===== src/sv/hsf_pkg.sv =====
package hsf_pkg;

    localparam logic [7:0] ChUnderscore = 8'h5F;
    localparam logic [7:0] ChHyphen     = 8'h2D;
    localparam logic [7:0] ChPeriod     = 8'h2E;
    localparam logic [7:0] ChSpace      = 8'h20;
    localparam logic [7:0] ChTab        = 8'h09;
    localparam logic [7:0] ChLf         = 8'h0A;
    localparam logic [7:0] ChCr         = 8'h0D;
    localparam logic [7:0] ChDigit0     = 8'h30;
    localparam logic [7:0] ChDigit9     = 8'h39;
    localparam logic [7:0] ChUpperA     = 8'h41;
    localparam logic [7:0] ChUpperZ     = 8'h5A;
    localparam logic [7:0] ChLowerA     = 8'h61;
    localparam logic [7:0] ChLowerZ     = 8'h7A;
    localparam logic [7:0] CaseBit      = 8'h20;
    localparam logic [7:0] SepReset     = 8'h2D;

    // One queued command: what the back end has to put out for one input byte.
    typedef struct packed {
        logic       two_res;   // separator first, then data
        logic       use_sep;   // the single (or second) result is the separator
        logic       has_byte;  // zero for a bare end marker
        logic [7:0] data;
        logic       last;
    } t_cmd;

endpackage


===== src/sv/hsf_front.sv =====
module hsf_front (
    input  logic          i_clk,
    input  logic          i_rst_n,
    input  logic          i_valid,
    output logic          o_ready,
    input  logic [7:0]    i_byte,
    input  logic          i_last,
    input  logic          i_full,
    output logic          o_push,
    output hsf_pkg::t_cmd o_cmd
);

    logic r_seen, n_seen;
    logic r_pend, n_pend;
    logic r_nons, n_nons;

    logic accept;
    logic upper, lower, letter, passer, space, ws, keep;
    logic pend_upd, nons_upd;

    assign o_ready = !i_full;
    assign accept  = i_valid && !i_full;

    always_comb begin
        upper  = (i_byte >= hsf_pkg::ChUpperA) && (i_byte <= hsf_pkg::ChUpperZ);
        lower  = (i_byte >= hsf_pkg::ChLowerA) && (i_byte <= hsf_pkg::ChLowerZ);
        letter = upper || lower;
        passer = ((i_byte >= hsf_pkg::ChDigit0) && (i_byte <= hsf_pkg::ChDigit9))
                 || (i_byte == hsf_pkg::ChUnderscore) || (i_byte == hsf_pkg::ChHyphen)
                 || (i_byte == hsf_pkg::ChPeriod);
        space  = (i_byte == hsf_pkg::ChSpace);
        ws     = space || (i_byte == hsf_pkg::ChTab) || (i_byte == hsf_pkg::ChLf)
                 || (i_byte == hsf_pkg::ChCr);
        keep   = letter || (r_seen && passer);
        pend_upd = r_pend || (ws && r_seen);
        nons_upd = r_nons || (ws && r_seen && !space);
    end

    always_comb begin
        o_push = accept && (keep || i_last);
        o_cmd  = '0;
        n_seen = r_seen;
        n_pend = r_pend;
        n_nons = r_nons;
        if (keep) begin
            o_cmd.two_res  = r_seen && r_pend;
            o_cmd.has_byte = 1'b1;
            o_cmd.data     = upper ? (i_byte | hsf_pkg::CaseBit) : i_byte;
            o_cmd.last     = i_last;
            n_seen = 1'b1;
            n_pend = 1'b0;
            n_nons = 1'b0;
        end else begin
            // A trailing run counts only if it holds a tab, LF or CR.
            o_cmd.use_sep  = pend_upd && nons_upd;
            o_cmd.has_byte = pend_upd && nons_upd;
            o_cmd.last     = 1'b1;
            n_pend = pend_upd;
            n_nons = nons_upd;
        end
        if (i_last) begin
            n_seen = 1'b0;
            n_pend = 1'b0;
            n_nons = 1'b0;
        end
    end

    always_ff @(posedge i_clk) begin
        if (!i_rst_n) begin
            r_seen <= 1'b0;
            r_pend <= 1'b0;
            r_nons <= 1'b0;
        end else if (accept) begin
            r_seen <= n_seen;
            r_pend <= n_pend;
            r_nons <= n_nons;
        end
    end

endmodule


===== src/sv/hsf_queue.sv =====
module hsf_queue #(
    parameter int DEPTH = 4
) (
    input  logic          i_clk,
    input  logic          i_rst_n,
    input  logic          i_push,
    input  hsf_pkg::t_cmd i_cmd,
    output logic          o_full,
    output logic          o_valid,
    output hsf_pkg::t_cmd o_cmd,
    input  logic          i_pop
);

    localparam int AW = (DEPTH > 1) ? $clog2(DEPTH) : 1;
    localparam int CW = $clog2(DEPTH + 1);

    hsf_pkg::t_cmd r_mem [DEPTH];
    logic [AW-1:0] r_wr_ptr, r_rd_ptr;
    logic [CW-1:0] r_count;
    logic          do_push, do_pop;

    assign o_full  = (r_count == CW'(DEPTH));
    assign o_valid = (r_count != '0);
    assign o_cmd   = r_mem[r_rd_ptr];
    assign do_push = i_push && !o_full;
    assign do_pop  = i_pop && o_valid;

    always_ff @(posedge i_clk) begin
        if (do_push) begin
            r_mem[r_wr_ptr] <= i_cmd;
        end
    end

    always_ff @(posedge i_clk) begin
        if (!i_rst_n) begin
            r_wr_ptr <= '0;
            r_rd_ptr <= '0;
            r_count  <= '0;
        end else begin
            if (do_push) begin
                r_wr_ptr <= (r_wr_ptr == AW'(DEPTH - 1)) ? '0 : r_wr_ptr + 1'b1;
            end
            if (do_pop) begin
                r_rd_ptr <= (r_rd_ptr == AW'(DEPTH - 1)) ? '0 : r_rd_ptr + 1'b1;
            end
            if (do_push && !do_pop) begin
                r_count <= r_count + 1'b1;
            end else if (do_pop && !do_push) begin
                r_count <= r_count - 1'b1;
            end
        end
    end

    a_count_bound: assert property (@(posedge i_clk) disable iff (!i_rst_n)
        r_count <= CW'(DEPTH))
        else $error("queue count above depth");

    a_no_push_full: assert property (@(posedge i_clk) disable iff (!i_rst_n)
        i_push |-> !o_full)
        else $error("push into a full queue");

endmodule


===== src/sv/hsf_back.sv =====
module hsf_back (
    input  logic          i_clk,
    input  logic          i_rst_n,
    input  logic          i_cmd_valid,
    input  hsf_pkg::t_cmd i_cmd,
    output logic          o_pop,
    input  logic [7:0]    i_separator,
    output logic          o_valid,
    input  logic          i_ready,
    output logic [7:0]    o_data,
    output logic          o_has_byte,
    output logic          o_last
);

    logic       r_valid;
    logic       r_phase;
    logic [7:0] r_data;
    logic       r_has;
    logic       r_last;
    logic       load, first_half;

    assign load       = i_cmd_valid && (!r_valid || i_ready);
    assign first_half = i_cmd.two_res && !r_phase;
    assign o_pop      = load && !first_half;

    always_ff @(posedge i_clk) begin
        if (!i_rst_n) begin
            r_valid <= 1'b0;
            r_phase <= 1'b0;
        end else if (load) begin
            r_valid <= 1'b1;
            r_phase <= first_half;
        end else if (i_ready) begin
            r_valid <= 1'b0;
        end
    end

    always_ff @(posedge i_clk) begin
        if (load) begin
            if (first_half) begin
                r_data <= i_separator;
                r_has  <= 1'b1;
                r_last <= 1'b0;
            end else begin
                r_data <= i_cmd.use_sep ? i_separator : i_cmd.data;
                r_has  <= i_cmd.has_byte;
                r_last <= i_cmd.last;
            end
        end
    end

    assign o_valid    = r_valid;
    assign o_data     = r_data;
    assign o_has_byte = r_has;
    assign o_last     = r_last;

    a_phase_head: assert property (@(posedge i_clk) disable iff (!i_rst_n)
        r_phase |-> (i_cmd_valid && i_cmd.two_res))
        else $error("second half pending without a two-result command");

    a_phase_out: assert property (@(posedge i_clk) disable iff (!i_rst_n)
        r_phase |-> (r_valid && r_has && !r_last))
        else $error("separator half not shown as a plain byte");

endmodule


===== src/sv/heading_slug_filter.sv =====
// Channel  | Dir | Signals                                  | Carries
// ---------+-----+------------------------------------------+----------------------------
// s_axis   | in  | tvalid, tready, tdata[7:0], tlast        | heading byte, final-byte mark
// m_axis   | out | tvalid, tready, tdata[7:0], tuser, tlast | slug byte, has-byte, end mark
// cfg      | in  | valid, ready, data[7:0]                  | separator byte
//
// Each input byte is classified by the front end, which enqueues at most one command for it,
// so it accepts a byte every cycle while the queue has room.
// The back end puts out one result per cycle from a registered output while the output is
// ready; a byte that follows a whitespace run needs two results, the separator and the byte,
// so it holds the queue head until the second one is loaded. Each command is written into
// the queue and then loaded into the back-end output register, which drives output tvalid.
// Reset (synchronous, active low) clears the slug state, the queue and the output register, and
// sets the separator to a hyphen. Stalls on the output fill the queue and then drop s_axis tready.
module heading_slug_filter #(
    parameter int QUEUE_DEPTH = 4
) (
    input  logic       i_clk,
    input  logic       i_rst_n,
    // Input stream.
    input  logic       i_s_axis_tvalid,
    output logic       o_s_axis_tready,
    input  logic [7:0] i_s_axis_tdata,   // [7:0] in_byte
    input  logic       i_s_axis_tlast,
    // Output stream.
    output logic       o_m_axis_tvalid,
    input  logic       i_m_axis_tready,
    output logic [7:0] o_m_axis_tdata,   // [7:0] out_byte
    output logic       o_m_axis_tuser,   // [0] has_byte
    output logic       o_m_axis_tlast,
    // Separator register write.
    input  logic       i_cfg_valid,
    output logic       o_cfg_ready,
    input  logic [7:0] i_cfg_data
);

    logic [7:0]    r_separator;
    logic          push, full, cmd_valid, pop;
    hsf_pkg::t_cmd push_cmd, head_cmd;

    // The separator register takes a write on any cycle; the user only writes it when idle.
    assign o_cfg_ready = 1'b1;

    always_ff @(posedge i_clk) begin
        if (!i_rst_n) begin
            r_separator <= hsf_pkg::SepReset;
        end else if (i_cfg_valid) begin
            r_separator <= i_cfg_data;
        end
    end

    // Front end: classifies bytes, tracks the letter and whitespace-run state.
    hsf_front u_front (
        .i_clk   (i_clk),
        .i_rst_n (i_rst_n),
        .i_valid (i_s_axis_tvalid),
        .o_ready (o_s_axis_tready),
        .i_byte  (i_s_axis_tdata),
        .i_last  (i_s_axis_tlast),
        .i_full  (full),
        .o_push  (push),
        .o_cmd   (push_cmd)
    );

    // Command queue decouples the byte intake from output back-pressure.
    hsf_queue #(
        .DEPTH (QUEUE_DEPTH)
    ) u_queue (
        .i_clk   (i_clk),
        .i_rst_n (i_rst_n),
        .i_push  (push),
        .i_cmd   (push_cmd),
        .o_full  (full),
        .o_valid (cmd_valid),
        .o_cmd   (head_cmd),
        .i_pop   (pop)
    );

    // Back end: expands each command into one or two output transfers.
    hsf_back u_back (
        .i_clk       (i_clk),
        .i_rst_n     (i_rst_n),
        .i_cmd_valid (cmd_valid),
        .i_cmd       (head_cmd),
        .o_pop       (pop),
        .i_separator (r_separator),
        .o_valid     (o_m_axis_tvalid),
        .i_ready     (i_m_axis_tready),
        .o_data      (o_m_axis_tdata),
        .o_has_byte  (o_m_axis_tuser),
        .o_last      (o_m_axis_tlast)
    );

endmodule


===== config.mk =====
export PLATFORM = sky130hd
export DESIGN_NAME = heading_slug_filter
export DESIGN_NICKNAME = d
export VERILOG_FILES = /design/src/sv/hsf_pkg.sv /design/src/sv/hsf_front.sv /design/src/sv/hsf_queue.sv /design/src/sv/hsf_back.sv /design/src/sv/heading_slug_filter.sv
export SDC_FILE = /design/constraint.sdc
export NUM_CORES = 1
export LEC_CHECK = 0
export BUFFER_PORTS_ARGS = -buffer_cell sky130_fd_sc_hd__buf_2
export CORE_MARGIN = 2
export CORE_UTILIZATION = 58
export CTS_BUF_LIST = sky130_fd_sc_hd__clkbuf_8 sky130_fd_sc_hd__clkbuf_16
export DETAILED_ROUTE_END_ITERATION = 16
export PLACE_DENSITY = 0.76
export SLEW_MARGIN = 15
export SYNTH_ARGS = -nofsm -noshare
export SYNTH_HDL_FRONTEND = slang
export SYNTH_SLANG_ARGS = --single-unit

===== constraint.sdc =====
create_clock -name i_clk -period 3.7 [get_ports i_clk]
set_input_delay 0.555 -clock i_clk [delete_from_list [all_inputs] [get_ports i_clk]]
set_output_delay 0.555 -clock i_clk [all_outputs]
set_load 0.03 [all_outputs]

==> run_results.csv, run 1 <==
group,metric,value,unit
timing,rsz0062_at_grt,"false",
cts,clock_latency,0.34,ns
place,gp_congestion,0.771,
finish,final_common_cell,"edfxtp_1",
finish,design_area,0.00387,mm²
grt,grtUsageTotal,18.8,%
worst_setup_path,cp_max_fo,8,
finish,finish.utilization,69.5,%
timing,fin_crit,2.76,ns
drt,routed_via_density,5.32,
place,io_buffers,33,
finish,area_growth,13.7,%
grt,grt_max_degree,23,
grt,grt_pass1_vias,1838,
timing,slew_viol_final,0,
cts,h-tree-depth,3,
logic_synthesis,synth-seq-cells,80,
floorplanning,start_util,61.1,%
worst_setup_path,cp_cell_sequence,"buf_2 > xnor2_1 > or4_1 > a31oi_2 > o311ai_4 > inv_2 > ha_1 > inv_1 > fa_1 > xor2_1 > or3_1 > a21boi_0",
grt,antenna_found_initial,0,
power_and_ir_drop,power_density,659,mW/mm²
worst_setup_path,cp_slowest_cell,"or4_1",
worst_setup_path,path_class,"primary input to flip-flop",
logic_synthesis,synth_ff_type,"edfxtp_1",
timing,setup_viol,0,
finish,layout_common_cells,"edfxtp_1 (58), buf_2 (33), dfxtp_1 (22), nand2_1 (17), mux2i_1 (14)",
logic_synthesis,synth_edf_count,58,
timing,tightestPinTransition,0.600,ns
cts,cts-resized-gates,0,
hold_path,hold_class,"primary input to flip-flop",
finish,n_fill_cell,377,
drt,drcViolationCount,0,
drt,num_vias,1820,
worst_setup_path,timing.critical_path.buf_inv,3,
floorplanning,dieArea,0.00650,mm²
worst_setup_path,critPathTopFamily,"simple AND/OR/NAND/NOR gates",
worst_setup_path,end_kind,"flip-flop",
finish,insertedDiodeCount,0,
grt,grt_pass1_wl,8.82,mm
drt,first_pass_iters,4,
logic_synthesis,ys_warn_count,0,
timing,final.setup_skew,0.00858,ns
power_and_ir_drop,p_leak,1.46,nW
timing,tns,0,ns
logic_synthesis,post_synth.cell_area_avg,15.3,µm²
power_and_ir_drop,peakVddDrop,423,µV
run_status,status,"completed",
timing,slew_headroom,60.0,%
timing,fmax,362,MHz
worst_setup_path,slowest_delay,0.48,ns
finish,num-nets-final,294,
drt,wl,5.29,mm
cts,root_buffer,"clkbuf_8",
logic_synthesis,yosysSeqAreaShare,64.1,%
drt,drt_iter0_markers,60,
timing,period_share,74.6,%
cts,clkTransAtPathRegs,0.08,ns
floorplanning,ios,35,
cts,cts_buffer_depth,2,
cts,post-cts-setup-buffers,0,
timing,hold_viol,0,
floorplanning,die_x,80.6,µm
drt,avgRoutedWirePerCell,15.5,µm
logic_synthesis,synth.cell_area,0.00341,mm²
floorplanning,row_count,27,
cts,numCtsBuffers,9,
cts,clock-sinks,80,
grt,overflow,0,
logic_synthesis,synthCells,223,
place,dpl_cell_area,0.00365,mm²
worst_setup_path,start_kind,"primary input",
drt,postRouteAntennaNets,0,
logic_synthesis,synth_cell_type_count,44,
worst_setup_path,cp.arrival,3.03,ns
cts,cts_tree,"done",
worst_setup_path,required,3.97,ns
cts,holdBufCountCts,0,
place,hpwlAfterDp,3.78,mm
floorplanning,die-height,80.6,µm
finish,drive_above_1_share,30.7,%
job,cap_violations,0,
floorplanning,core-area,0.00557,mm²
logic_synthesis,synthArstFlopShare,0,%
==> worst paths after layout <==
path | startpoint | end | slack (ns) | depth (start not counted)
max | i_s_axis_tdata[1] | u_queue.r_count[2]$_SDFFE_PN0P_ | 0.94 | 12
min | i_cfg_data[2] | r_separator[2]$_SDFFE_PN1P_ | 0.43 | 3
max reg2reg | flip-flop | u_queue.r_count[2]$_SDFFE_PN0P_ | 1.14 | 11
min reg2reg | r_separator[3]$_SDFFE_PN1P_ | r_separator[3]$_SDFFE_PN1P_ | 0.49 | 2
==> Yosys cell counts (2+ instances only) <==
| library cell | count | share of area [%] |
|---|---|---|
| mux4_2 | 12 | 7.9 |
| nor2b_1 | 13 | 2.4 |
| inv_1 | 6 | 0.66 |
| ha_1 | 6 | 2.2 |
| nor2_1 | 6 | 0.66 |
| o211a_1 | 2 | 0.59 |
| clkbuf_1 | 4 | 0.44 |
| conb_1 | 2 | 0.22 |
| xnor2_1 | 2 | 0.51 |
| buf_2 | 2 | 0.29 |
| nor3_1 | 2 | 0.29 |
| o21ai_0 | 2 | 0.29 |
| edfxtp_1 | 58 | 51 |
| nand2_1 | 17 | 1.9 |
| dfxtp_1 | 22 | 13 |
| a21boi_0 | 2 | 0.44 |
| a21oi_1 | 2 | 0.29 |
| and3_1 | 2 | 0.37 |
| or3_1 | 2 | 0.37 |
| nand3_1 | 2 | 0.29 |
| or2_1 | 2 | 0.37 |
| and2_1 | 11 | 2.0 |
| mux2_2 | 9 | 3.0 |
| mux2i_1 | 14 | 4.1 |
| inv_2 | 2 | 0.22 |
==> report_power, final <==
part / leakage, nW / total (mW) / switching [mW] / internal, mW
logic: 0.622 / 0.714 / 0.409 / 0.304
registers: 0.719 / 1.18 / 0.0559 / 1.12
clock network: 0.116 / 0.659 / 0.298 / 0.361
total: 1.46 / 2.55 / 0.763 / 1.79
==> worst register-to-register path, delay by kind of cell, from the launching register on <==
family	cells	cell delay, ns
simple gates	3	0.72
fa+ha+maj	2	0.55
buf+inv	3	0.38
flops	1	0.33
mux	1	0.23
xor+xnor	1	0.16
compound gates	1	0.15
==> stage by stage <==
stage / worst slack (ns) / instances / hold slack, ns / total power [mW]
floorplan: 0.740 / 226 / 0.437 / 1.74
global placement: 0.616 / 326 / 0.449 / 1.90
detailed placement: 0.575 / 326 / 0.469 / 1.92
CTS: 0.941 / 342 / 0.419 / 2.58
global route: 0.829 / 342 / 0.447 / 2.69
finish: 0.940 / 342 / 0.434 / 2.55
==> metal layers <==
layer	up-vias	GRT usage (%)	part of all wire (%)
met3	6	4.83	5.0
met4	0	7.63	1.3
met5	-	0	0
li1	906	-	-
met2	46	30.3	49
met1	862	24.6	45
==> cells by family after synthesis <==
logic type,count (synthesis),synth area share (%)
multiplexers,35,15.0
AND/OR/NAND/NOR,65,10.4
other,2,0.221
AO/OA/AOI/OAI,15,4.56
flip-flops,80,64.1
buffers and inverters,16,2.17
adder cells (fa/ha/maj),7,2.79
XOR/XNOR,3,0.772
==> registers in the layout (all words and copies together), names as in the netlist, named ones only <==
register,cells
u_queue.r_mem,48
r_separator,8
u_back.o_data,8
u_queue.r_count,3
u_queue.r_rd_ptr,2
u_queue.r_wr_ptr,2
u_back.o_has_byte,1
u_back.o_last,1
u_back.o_valid,1
u_back.r_phase,1
u_front.r_nons,1
u_front.r_pend,1
u_front.r_seen,1
==> cell type report <==
type                    count  area [µm²]  area share [%]
clock inverters             3        18.8           0.485
repair buffers             36         188            4.85
inverters                   8        30.0           0.776
clock buffers              13         201            5.20
multi-input cells         130        1160            30.0
flip-flops and latches     80        2180            56.4
well taps                  72        90.1            2.33
Note: power is estimated with default switching activity, not from simulation.
==> run 2, diff against run 1 <==
- CORE_UTILIZATION: 58 -> 52
- PLACE_DENSITY: 0.76 -> 0.72
- clock period: 3.7 -> 2.5 ns (I/O delays scaled with it)
==> run 2 against run 1 <==
Compared with the run above:
- first-iteration DRC count is 15% higher
- design area increased by 4.7%
- sequential power rose by 47%
- die area increased by 11%
- final cell count is 6.7% higher
- critical path depth is the same
- setup slack worse by 0.79 ns
- register-to-register slack worse by 0.94 ns
- worst hold slack worse by 0.19 ns
- via count rose by 4.1%
- sequential cell count unchanged
- critical endpoint unchanged
- highest routed layer unchanged
==> run_results.csv, run 2 (synthesized netlist as in run 1, its figures left out) <==
group,metric,value,unit
worst_setup_path,start_kind,"primary input",
drt,avgRoutedWirePerCell,15.3,µm
finish,multi_input_area,0.00119,mm²
drt,postRouteAntennaNets,0,
finish,num-nets-final,312,
cts,cts_buffer_depth,2,
worst_setup_path,crit_start,"i_s_axis_tdata[0]",
finish,largest-register,"u_queue.r_mem",
timing,fin_crit,2.35,ns
hold_path,min-delay-start,"i_cfg_data[3]",
floorplanning,dieArea,0.00721,mm²
grt,grt_pass1_vias,1962,
drt,topRoutingLayerUsed,"met4",
floorplanning,ios,35,
drt,num_vias,1894,
timing,timing.final.ws_setup,0.146,ns
floorplanning,core-area,0.00635,mm²
finish,area_growth,19.0,%
floorplanning,die-height,84.9,µm
cts,numCtsBuffers,9,
power_and_ir_drop,p_leak,1.52,nW
timing,fmax,425,MHz
timing,whs,0.240,ns
power_and_ir_drop,power_density,928,mW/mm²
grt,antenna_found_initial,0,
hold_path,hold_class,"primary input to flip-flop",
place,dpl_worst_slack,-0.270,ns
place,gp_congestion,0.793,
worst_setup_path,cp.arrival,2.64,ns
place,place_inst,349,
job,cap_violations,0,
cts,post-cts-setup-buffers,0,
finish,final_common_cell,"edfxtp_1",
drt,routed_via_density,5.19,
grt,grt_pass1_wl,9.40,mm
cts,root_buffer,"clkbuf_8",
timing,tns,0,ns
grt,grtUsageTotal,17.3,%
timing,setup_viol,0,
cts,h-tree-depth,3,
drt,routed-wl-met2,2.58,mm
worst_setup_path,path_class,"primary input to flip-flop",
finish,layout_common_cells,"edfxtp_1 (58), buf_2 (33), dfxtp_1 (22), nand2_1 (17), buf_4 (17)",
drt,drt_iter0_markers,69,
worst_setup_path,cp_max_fo,3,
drt,drcViolationCount,0,
cts,clock_latency,0.35,ns
timing,period_share,94.2,%
worst_setup_path,end_kind,"flip-flop",
cts,clock-sinks,80,
worst_setup_path,required,2.79,ns
grt,grt_max_degree,23,
floorplanning,start_util,53.6,%
floorplanning,row_count,29,
power_and_ir_drop,peakVddDrop,560,µV
grt,overflow,0,
drt,wl,5.60,mm
timing,rsz0062_at_grt,"false",
place,io_buffers,33,
run_status,status,"completed",
finish,insertedDiodeCount,0,
finish,drive_above_1_share,36.8,%
power_and_ir_drop,p_total,3.76,mW
drt,drt-met1-wl,2.67,mm
timing,slew_viol_final,0,
cts,clkTransAtPathRegs,0.08,ns
finish,largest_reg_flops,48,
timing,hold_viol,0,
finish,fin_cells,365,
timing,final.setup_skew,0.00929,ns
drt,met3_length,204,µm
drt,first_pass_iters,4,
finish,n_fill_cell,458,
place,hpwlAfterDp,3.97,mm
cts,cts_tree,"done",
finish,regArea,0.00218,mm²
floorplanning,die_x,84.9,µm
run 2: cell count changes in the layout (fill, tap and decap cells not counted), sizes merged:
cell and delta:
buf +18, clkbuf -4, clkinv -2, clkinvlp +4, inv +2
run 2: power breakdown:
group	switching [mW]	leakage, nW	internal (mW)
clock network	0.481	0.0785	0.368
registers	0.0827	0.719	1.66
logic	0.635	0.725	0.534
run 2: metrics by stage:
step                utilization (%)  area, µm²
floorplan                         -       3450
global placement               60.9       3870
detailed placement             60.9       3870
CTS                            63.8       4050
global route                   63.8       4050
finish                         63.8       4050
run 2: worst paths after layout:
| check | to | cells past startpoint | slack (ns) |
|---|---|---|---|
| worst max-delay path | u_queue.r_count[2]$_SDFFE_PN0P_ | 12 | 0.15 |
| worst min-delay path | r_separator[3]$_SDFFE_PN1P_ | 3 | 0.24 |
| worst max register to register | u_queue.r_count[2]$_SDFFE_PN0P_ | 10 | 0.20 |
| worst min register to register | r_separator[0]$_SDFFE_PN1P_ | 2 | 0.48 |
run 2: layout make-up:
cell class              count  share of cell area [%]
flip-flops and latches     80                    53.8
repair buffers             54                    9.20
well taps                  77                    2.38
clock inverters             7                    1.39
clock buffers               9                    3.06
multi-input cells         130                    29.4
inverters                   8                   0.741
run 2: timing repair:
item                       in CTS  in global routing
hold buffers                    0                  0
gates resized for setup         0                  1
setup endpoints to repair       0                  1
run 2: critical path: stages:
cell and delay [ns]:
buf_2 0.12, xnor2_1 0.13, or4_4 0.50, a31oi_4 0.19
o311ai_4 0.14, inv_2 0.10, ha_4 0.14, inv_2 0.03
fa_2 0.33, xor2_1 0.15, or3_1 0.30, a21boi_1 0.13
run 2: routing by layer:
metal | global-route usage (%) | up-vias
met2 | 27.3 | 43
met1 | 22.6 | 892
met3 | 3.79 | 13
met5 | 0 | -
li1 | - | 946
met4 | 9.24 | 0
==> run 3, diff against run 2 <==
- CTS_BUF_LIST: sky130_fd_sc_hd__clkbuf_8 sky130_fd_sc_hd__clkbuf_16 -> sky130_fd_sc_hd__clkbuf_16
- HOLD_SLACK_MARGIN: not set -> 0.1
==> run 3 against run 2 <==
Compared with the run above:
- utilization grew 1.6 points
- routed wire length grew 12%
- count of clock-buffer cells in the layout is the same
- highest routed layer unchanged
- clock skew shrank 0.0031 ns
- global-route usage grew 1.8 points
- first-iteration DRC count grew 33%
- setup slack lost 0.022 ns
- via count grew 2.0%
- fmax shrank 0.93%
- sequential share of layout area shrank 1.3 points
- clock power grew 44%
- worst hold slack gained 0.020 ns
==> run_results.csv, run 3 (synthesized netlist as in run 1, its figures left out) <==
group,metric,value,unit
finish,num-nets-final,312,
worst_setup_path,cp_slowest_cell,"or4_4",
place,gp_congestion,0.793,
finish,insertedDiodeCount,0,
cts,post-cts-setup-buffers,0,
worst_setup_path,critPathTopFamily,"simple AND/OR/NAND/NOR gates",
cts,holdBufCountCts,0,
place,io_buffers,33,
worst_setup_path,cp_max_fo,3,
floorplanning,core-area,0.00635,mm²
worst_setup_path,path_class,"primary input to flip-flop",
timing,final.setup_skew,0.00619,ns
cts,cts_buffer_depth,2,
power_and_ir_drop,p_int,2.88,mW
run_status,status,"completed",
finish,drive_above_1_share,36.8,%
worst_setup_path,end_kind,"flip-flop",
drt,drt_iter0_markers,92,
power_and_ir_drop,p_seq_share,42.1,%
cts,h-tree-depth,3,
worst_setup_path,required,2.77,ns
cts,root_buffer,"clkbuf_16",
power_and_ir_drop,switchingPower,1.28,mW
worst_setup_path,cp.arrival,2.64,ns
cts,clkTransAtPathRegs,0.06,ns
timing,rsz0062_at_grt,"false",
finish,area_growth,22.0,%
cts,clock_latency,0.33,ns
drt,postRouteAntennaNets,0,
timing,period_share,95.0,%
worst_setup_path,critPathMostFrequentCell,"inv_2",
power_and_ir_drop,p_leak,1.57,nW
timing,fmax,421,MHz
floorplanning,die-height,84.9,µm
cts,numCtsBuffers,9,
job,cap_violations,0,
finish,layout_common_cells,"edfxtp_1 (58), buf_2 (33), dfxtp_1 (22), nand2_1 (17), buf_4 (17)",
floorplanning,ios,35,
grt,overflow,0,
finish,final_common_cell,"edfxtp_1",
floorplanning,dieArea,0.00721,mm²
grt,grt_pass1_vias,2047,
drt,num_vias,1932,
power_and_ir_drop,power_density,1000,mW/mm²
drt,wl,6.26,mm
power_and_ir_drop,p_total,4.16,mW
grt,grtUsageTotal,19.1,%
place,place_inst,349,
timing,fin_crit,2.38,ns
worst_setup_path,timing.critical_path.buf_inv,3,
floorplanning,start_util,53.6,%
power_and_ir_drop,switching_share,30.8,%
timing,slew_viol_final,0,
worst_setup_path,slowest_delay,0.50,ns
worst_setup_path,start_kind,"primary input",
cts,clock-sinks,80,
drt,drcViolationCount,0,
finish,fin_cells,365,
place,hpwlAfterDp,3.97,mm
drt,avgRoutedWirePerCell,17.2,µm
floorplanning,row_count,29,
timing,setup_viol,0,
finish,largest-register,"u_queue.r_mem",
drt,routed_via_density,5.29,
cts,cts_tree,"done",
worst_setup_path,cp_cell_sequence,"buf_2 > xnor2_1 > or4_4 > a31oi_4 > o311ai_4 > inv_2 > ha_4 > inv_2 > fa_2 > xor2_1 > or3_1 > a21boi_1",
timing,hold_viol,0,
grt,antenna_found_initial,0,
power_and_ir_drop,p_comb_share,28.7,%
grt,grt_pass1_wl,10.2,mm
drt,first_pass_iters,4,
hold_path,hold_class,"primary input to flip-flop",
power_and_ir_drop,p_clk_share,29.2,%
grt,grt_max_degree,23,
finish,largest_reg_flops,48,
power_and_ir_drop,peakVddDrop,660,µV
cts,cts-resized-gates,0,
floorplanning,die_x,84.9,µm
## run 3: cell counts in the layout (fill, tap and decap cells not counted)
No cell type changed its count.
## run 3: final cells by class
type | count | area (µm²)
Inverter | 8 | 30.0
Timing Repair Buffer | 54 | 373
Fill cell | 434 | 2200
Sequential cell | 80 | 2180
Tap cell | 77 | 96.3
Clock buffer | 9 | 225
Clock inverter | 7 | 56.3
Multi-Input combinational cell | 130 | 1190
## run 3: worst register-to-register path, delay by kind of cell, from the launching register on
kind,cells,cell delay (ns)
simple gates,3,0.67
mux,1,0.51
flops,1,0.36
fa+ha+maj,2,0.35
buf+inv,2,0.16
compound gates,1,0.13
xor+xnor,1,0.07
## run 3: final timing paths
check                              start                              end  slack (ns)  cells after the start
max                    i_s_axis_tdata[0]  u_queue.r_count[2]$_SDFFE_PN0P_        0.12                     12
min                        i_cfg_data[3]      r_separator[3]$_SDFFE_PN1P_        0.26                      3
max reg2reg                    flip-flop  u_queue.r_count[2]$_SDFFE_PN0P_        0.18                     10
min reg2reg  r_separator[0]$_SDFFE_PN1P_      r_separator[0]$_SDFFE_PN1P_        0.48                      2
## run 3: layer usage
layer	up-vias	global-route usage (%)	wire (µm)
li1	942	-	-
met3	13	5.54	338
met4	0	7.07	124
met5	-	0	0
met2	62	30.9	3020
met1	915	24.6	2780
## run 3: power groups by stage
stage,sequential [mW],combinational [mW],clock [mW]
after floorplan,1.94,0.662,0
after global placement,1.77,1.15,0
after detailed placement,1.77,1.18,0
after CTS,1.75,1.21,1.23
after global routing,1.77,1.30,1.29
final,1.75,1.19,1.22
## run 3: per-stage QoR
stage          cell area, µm²  worst slack [ns]  TNS, ns  util, %  hold WS, ns
5_1_grt                  4150           0.00559        0     65.4        0.266
3_5_place_dp             3870            -0.270   -0.462     60.9        0.467
2_1_floorplan            3450            -0.221   -0.237        -        0.437
3_3_place_gp             3870            -0.196   -0.326     60.9        0.449
4_1_cts                  4150            0.0702        0     65.4        0.257
6_report                 4150             0.124        0     65.4        0.261
